## src/hw/rtl/prime_count_in_range_assert.svh

```systemverilog
// ----------------------------------------------------------------------------
// prime_count_in_range_assert.svh
// assertion macros shared by the prime range counter
// ----------------------------------------------------------------------------
`ifndef PRIME_COUNT_IN_RANGE_ASSERT_SVH
`define PRIME_COUNT_IN_RANGE_ASSERT_SVH

// same-cycle implication, checked outside reset
`define PCR_ASSERT_IMP(lbl, clk, rst_n, ante, cons) \
  lbl: assert property (@(posedge clk) disable iff (!(rst_n)) (ante) |-> (cons)) \
    else $error("pcr assertion failed");

// next-cycle implication, checked outside reset
`define PCR_ASSERT_NXT(lbl, clk, rst_n, ante, cons) \
  lbl: assert property (@(posedge clk) disable iff (!(rst_n)) (ante) |=> (cons)) \
    else $error("pcr assertion failed");

`endif

```

## src/hw/rtl/pcr_pkg.sv

```systemverilog
// ----------------------------------------------------------------------------
// pcr_pkg
// types and constants of the segmented-sieve prime range counter
// ----------------------------------------------------------------------------
`timescale 1ns / 1ps

package pcr_pkg;

  // field widths
  localparam int unsigned IN_W  = 32;
  localparam int unsigned OUT_W = 18;

  // controller states, one-hot
  typedef enum logic [15:0] {
    S_CLR   = 16'h0001,
    S_BRD   = 16'h0002,
    S_BCHK  = 16'h0004,
    S_BMARK = 16'h0008,
    S_CRD   = 16'h0010,
    S_CCHK  = 16'h0020,
    S_IDLE  = 16'h0040,
    S_CHK   = 16'h0080,
    S_PRD   = 16'h0100,
    S_PSQ   = 16'h0200,
    S_PCMP  = 16'h0400,
    S_DIV   = 16'h0800,
    S_MARK  = 16'h1000,
    S_CNT   = 16'h2000,
    S_CNTW  = 16'h4000,
    S_DONE  = 16'h8000
  } state_e;

  // controller to datapath
  typedef struct packed {
    logic clr_step;
    logic i_init;
    logic i_inc;
    logic base_rd;
    logic j_load;
    logic base_mark;
    logic col_rd;
    logic col_step;
    logic in_load;
    logic set_err;
    logic tab_rd;
    logic sq_tab;
    logic div_start;
    logic m_load;
    logic mark_step;
    logic k_inc;
    logic cnt_init;
    logic cnt_step;
    logic out_load;
  } cmd_t;

  // datapath to controller
  typedef struct packed {
    logic clr_last;
    logic sq_ge_base;
    logic base_flag;
    logic j_ge_base;
    logic col_last;
    logic hi_lt_lo;
    logic too_long;
    logic k_end;
    logic pp_gt_hi;
    logic div_done;
    logic m_gt_hi;
    logic cnt_last;
  } sts_t;

endpackage

```

## src/hw/rtl/pcr_ctrl.sv

```systemverilog
// ----------------------------------------------------------------------------
// pcr_ctrl
// sequencer for base sieve, per-item segment sieve and result handoff
// ----------------------------------------------------------------------------
`timescale 1ns / 1ps

module pcr_ctrl import pcr_pkg::*; (
  input  logic clk_i,
  input  logic rst_ni,
  input  sts_t sts_i,
  output cmd_t cmd_o,
  input  logic in_valid_i,
  output logic in_ready_o,
  output logic out_valid_o,
  input  logic out_ready_i
);

  state_e state_q, state_d;
  logic   out_valid_q, out_valid_d;

  // next state and commands
  always_comb begin
    state_d = state_q;
    cmd_o   = '0;
    case (state_q)
      S_CLR: begin
        cmd_o.clr_step = 1'b1;
        if (sts_i.clr_last) begin
          cmd_o.i_init = 1'b1;
          state_d      = S_BRD;
        end
      end
      S_BRD: begin
        cmd_o.base_rd = 1'b1;
        state_d       = S_BCHK;
      end
      S_BCHK: begin
        if (sts_i.sq_ge_base) begin
          cmd_o.i_init = 1'b1;
          state_d      = S_CRD;
        end else if (sts_i.base_flag) begin
          cmd_o.i_inc = 1'b1;
          state_d     = S_BRD;
        end else begin
          cmd_o.j_load = 1'b1;
          state_d      = S_BMARK;
        end
      end
      S_BMARK: begin
        if (sts_i.j_ge_base) begin
          cmd_o.i_inc = 1'b1;
          state_d     = S_BRD;
        end else begin
          cmd_o.base_mark = 1'b1;
        end
      end
      S_CRD: begin
        cmd_o.col_rd = 1'b1;
        state_d      = S_CCHK;
      end
      S_CCHK: begin
        cmd_o.col_step = 1'b1;
        state_d        = sts_i.col_last ? S_IDLE : S_CRD;
      end
      S_IDLE: begin
        if (in_valid_i) begin
          cmd_o.in_load = 1'b1;
          state_d       = S_CHK;
        end
      end
      S_CHK: begin
        if (sts_i.hi_lt_lo) begin
          state_d = S_DONE;
        end else if (sts_i.too_long) begin
          cmd_o.set_err = 1'b1;
          state_d       = S_DONE;
        end else begin
          state_d = S_PRD;
        end
      end
      S_PRD: begin
        if (sts_i.k_end) begin
          cmd_o.cnt_init = 1'b1;
          state_d        = S_CNT;
        end else begin
          cmd_o.tab_rd = 1'b1;
          state_d      = S_PSQ;
        end
      end
      S_PSQ: begin
        cmd_o.sq_tab = 1'b1;
        state_d      = S_PCMP;
      end
      S_PCMP: begin
        if (sts_i.pp_gt_hi) begin
          cmd_o.cnt_init = 1'b1;
          state_d        = S_CNT;
        end else begin
          cmd_o.div_start = 1'b1;
          state_d         = S_DIV;
        end
      end
      S_DIV: begin
        if (sts_i.div_done) begin
          cmd_o.m_load = 1'b1;
          state_d      = S_MARK;
        end
      end
      S_MARK: begin
        if (sts_i.m_gt_hi) begin
          cmd_o.k_inc = 1'b1;
          state_d     = S_PRD;
        end else begin
          cmd_o.mark_step = 1'b1;
        end
      end
      S_CNT: begin
        cmd_o.cnt_step = 1'b1;
        if (sts_i.cnt_last) begin
          state_d = S_CNTW;
        end
      end
      S_CNTW: begin
        state_d = S_DONE;
      end
      S_DONE: begin
        if (!out_valid_q || out_ready_i) begin
          cmd_o.out_load = 1'b1;
          state_d        = S_IDLE;
        end
      end
      default: begin
        state_d = S_CLR;
      end
    endcase
  end

  // output valid flag
  always_comb begin
    out_valid_d = out_valid_q;
    if (cmd_o.out_load) begin
      out_valid_d = 1'b1;
    end else if (out_ready_i) begin
      out_valid_d = 1'b0;
    end
  end

  always_ff @(posedge clk_i or negedge rst_ni) begin
    if (!rst_ni) begin
      state_q     <= S_CLR;
      out_valid_q <= 1'b0;
    end else begin
      state_q     <= state_d;
      out_valid_q <= out_valid_d;
    end
  end

  assign in_ready_o  = state_q == S_IDLE;
  assign out_valid_o = out_valid_q;

endmodule

```

## config.mk

```make
export PLATFORM = sky130hd
export DESIGN_NAME = pcr_ctrl
export DESIGN_NICKNAME = d
export VERILOG_FILES = /design/src/hw/rtl/prime_count_in_range_assert.svh /design/src/hw/rtl/pcr_pkg.sv /design/src/hw/rtl/pcr_ctrl.sv
export SDC_FILE = /design/constraint.sdc
export NUM_CORES = 1
export LEC_CHECK = 0
export BUFFER_PORTS_ARGS = -buffer_cell sky130_fd_sc_hd__buf_2
export CORE_AREA = 2 2 56 58
export DETAILED_ROUTE_END_ITERATION = 8
export DIE_AREA = 0 0 58 60
export PLACE_DENSITY = 0.7
export SLEW_MARGIN = 20
export SYNTH_ARGS = -nofsm -noshare
export SYNTH_HDL_FRONTEND = slang
export SYNTH_SLANG_ARGS = --single-unit
```

## constraint.sdc

```tcl
create_clock -name clk_i -period 2.55 [get_ports clk_i]
set_input_delay 0.1275 -clock clk_i [delete_from_list [all_inputs] [get_ports clk_i]]
set_output_delay 0.1275 -clock clk_i [all_outputs]
set_load 0.05 [all_outputs]
```

==> flow_summary.ini <==
[layout]
synthToLayoutAreaGrowth_pct = 26.6
antenna_cells = 0
drive_above_1_share_pct = 36.1
seq_area_um2 = 428
stdcell_count = 216
fin_area_um2 = 1590
final_net_count = 200
nFillCells = 268
multiInputGateArea_um2 = 837

[critical_path]
cp-start-kind = register
slowest_delay_ps = 640
crit_path_end = cmd_o[9]
crit_path_end_kind = primary output
reg2reg_slack_ps = 400
required_ps = 2420
crit_start = state_q[1]
r2r_end = state_q[14]
slowest_stage = or4_4
r2r_start = state_q[5]
criticalPathCategory = reg2out
crit_arrival_ps = 2370
path_cells = or4_4 > nor3_4 > nand3_1 > nor3b_2 > clkbuf_4
path_max_fanout = 8
rr_worst_depth = 5

[timing]
slew_headroom_pct = 50.7
min_period_ps = 2490
rsz0062_at_grt = true
slew_viol_final = 0
setup_slack_ps = 56.1
hold_ws_ps = 28.6
fmax_mhz = 401
tightest_slew_ps = 738
skew_ps = 11.4
hold_viol = 0
timing.final.crit_share_pct = 97.8
setup_viol = 0

[synth]
avgSynthCellArea_um2 = 8.78
yosysTopAreaCell = dfrtp_1
yosysMostFrequentCell = dfrtp_1
synth_edf_count = 0
synth_cell_types = 47
synth.cell_area_um2 = 1260
async_reset_ff_share_pct = 100
syn_inst = 143
synth_common_cells = 16 x dfrtp_1, 15 x nor2_1, 9 x nor3_1
ys_ff_latch = 17
post-synth-top-area-fraction_pct = 31.9
synth-main-ff-cell = dfrtp_1
syn_nets = 159
seq_area_frac_synth_pct = 34.0
ys_warn_count = 0
ys_top_cells_by_area = dfrtp_1 32%, nor2_1 4.5%, nor3_1 3.6%

[route]
via_count = 1329
drt_iter0_markers = 30
firstDrtPassIters = 4
antenna_left = 0
route.detailed.drc = 0
drt_wl_total_mm = 3.40
wire_per_inst_um = 15.7
via_per_inst = 6.15

[global_routing]
grt_pass1_wl_mm = 5.22
grt_pass1_vias = 1177
antenna_found_initial = 0
grt-ovfl-total = 0
grt.total_usage_pct = 19.9
grt_max_degree = 18

[clocking]
htreeDepth = 1
cts_tree = done
clock_latency_ps = 310
clockBufferDepth = 2
clk_pin_slew_ps = 110
clock_sinks = 17
cts_root_buf = clkbuf_4
numCtsBuffers = 3

[die]
core_um2 = 2900
initial_core_util_pct = 43.3
die_area_um2 = 3480
io-pin-count = 37
row_count = 20
die_h_um = 60
die_w_um = 58

[worst_hold_path]
hold_path.class = in2reg
hp-start = out_ready_i
worstHoldPathCells = 2

[place]
dpl.hpwl_mm = 2.57
dp_slack_ps = 212
portBuffers = 36
place_area_um2 = 1480
place_inst = 209
routabilityCongestion = 0.912

[run]
drv_cap = 0

[pwr]
p_leak_nw = 0.787
p_per_area_nw_per_um2 = 609
finalPower_w = 0.000968
irDropWorstVdd_v = 0.000396

[run_status]
status = finished clean
## per-layer routing
layer	vias up	track usage (%)	wire, µm
li1	626	-	-
met1	635	24.3	1530
met2	56	32.3	1540
met3	12	4.76	194
met4	0	11.3	135
met5	-	0	0
## worst min-delay path by stage
stage,end,slack [ps]
detailed placement,state_q[7],90
global placement,state_q[6],70
global route,out_valid_o,10
floorplan,out_valid_o,-170
CTS,out_valid_o,20
finish,out_valid_o,30
## worst max-delay path: cells and delay by family, from the launching register on
family / cells / cell delay, ps
and+or+nand+nor: 4 / 1340
DFF: 1 / 460
buffers and inverters: 1 / 250
## report_power, final
part / switching, W / internal [W] / total [W] / leakage (nW)
sequential: 0.0000405 / 0.000299 / 0.000339 / 0.231
clock: 0.0000930 / 0.0000586 / 0.000152 / 0.0177
combinational: 0.000298 / 0.000178 / 0.000477 / 0.539
total: 0.000432 / 0.000536 / 0.000968 / 0.787
## sequential cells by signal, summed over array words and instances (netlist names)
name,count
out_valid_o,1
state_q,16
## area by class of cell
class                      count  share of cell area [%]
clock buffer                   3                    1.42
clock inverter                 1                   0.315
inverter                       5                    1.18
multi-input combinational    115                    52.6
sequential                    17                    26.9
tap                           33                    2.60
timing repair buffer          42                    14.9
## cell families after synthesis
| family | synth area share [%] |
|---|---|
| AND/OR/NAND/NOR | 44.5 |
| AO/OA/AOI/OAI | 12.7 |
| flip-flops | 34.0 |
| buffers and inverters | 4.58 |
| XOR/XNOR | 3.49 |
| multiplexers | 0.797 |
## stage by stage
step                      util (%)  setup TNS [ps]
after floorplan                  -            -442
after global placement        51.1               0
after detailed placement      51.1               0
after CTS                     53.2               0
after global routing          54.8           -75.7
final                         54.8               0
## placed cells by master, fill, tap and decap left out, types with 2 or more instances in the layout
| cell | instances |
|---|---|
| xor2_1 | 3 |
| nor4_1 | 4 |
| nand3b_1 | 2 |
| inv_1 | 5 |
| nor2_1 | 15 |
| nor3b_2 | 3 |
| nor3_1 | 8 |
| xnor2_1 | 2 |
| nor4b_1 | 4 |
| and3_1 | 2 |
| and4b_1 | 4 |
| clkbuf_4 | 5 |
| or2_2 | 2 |
| a32oi_1 | 2 |
| nand3_1 | 8 |
| dlygate4sd3_1 | 2 |
| nand4b_1 | 2 |
| nand2_1 | 7 |
| nor2b_1 | 5 |
| o21ai_0 | 3 |
| nor4_2 | 3 |
| dfrtp_1 | 15 |
| and2_1 | 5 |
| or4_4 | 4 |
| buf_4 | 5 |
| nor4_4 | 2 |
| buf_2 | 33 |
| a21o_1 | 3 |
| o32ai_1 | 2 |
## repair_timing
action,in CTS,in global routing
setup endpoints to repair,7,6
pin swaps,0,2
buffers inserted,0,1
hold endpoints to repair,17,0
resized for setup,4,9
hold buffers,2,0
Power figures use the tool's default switching activity.
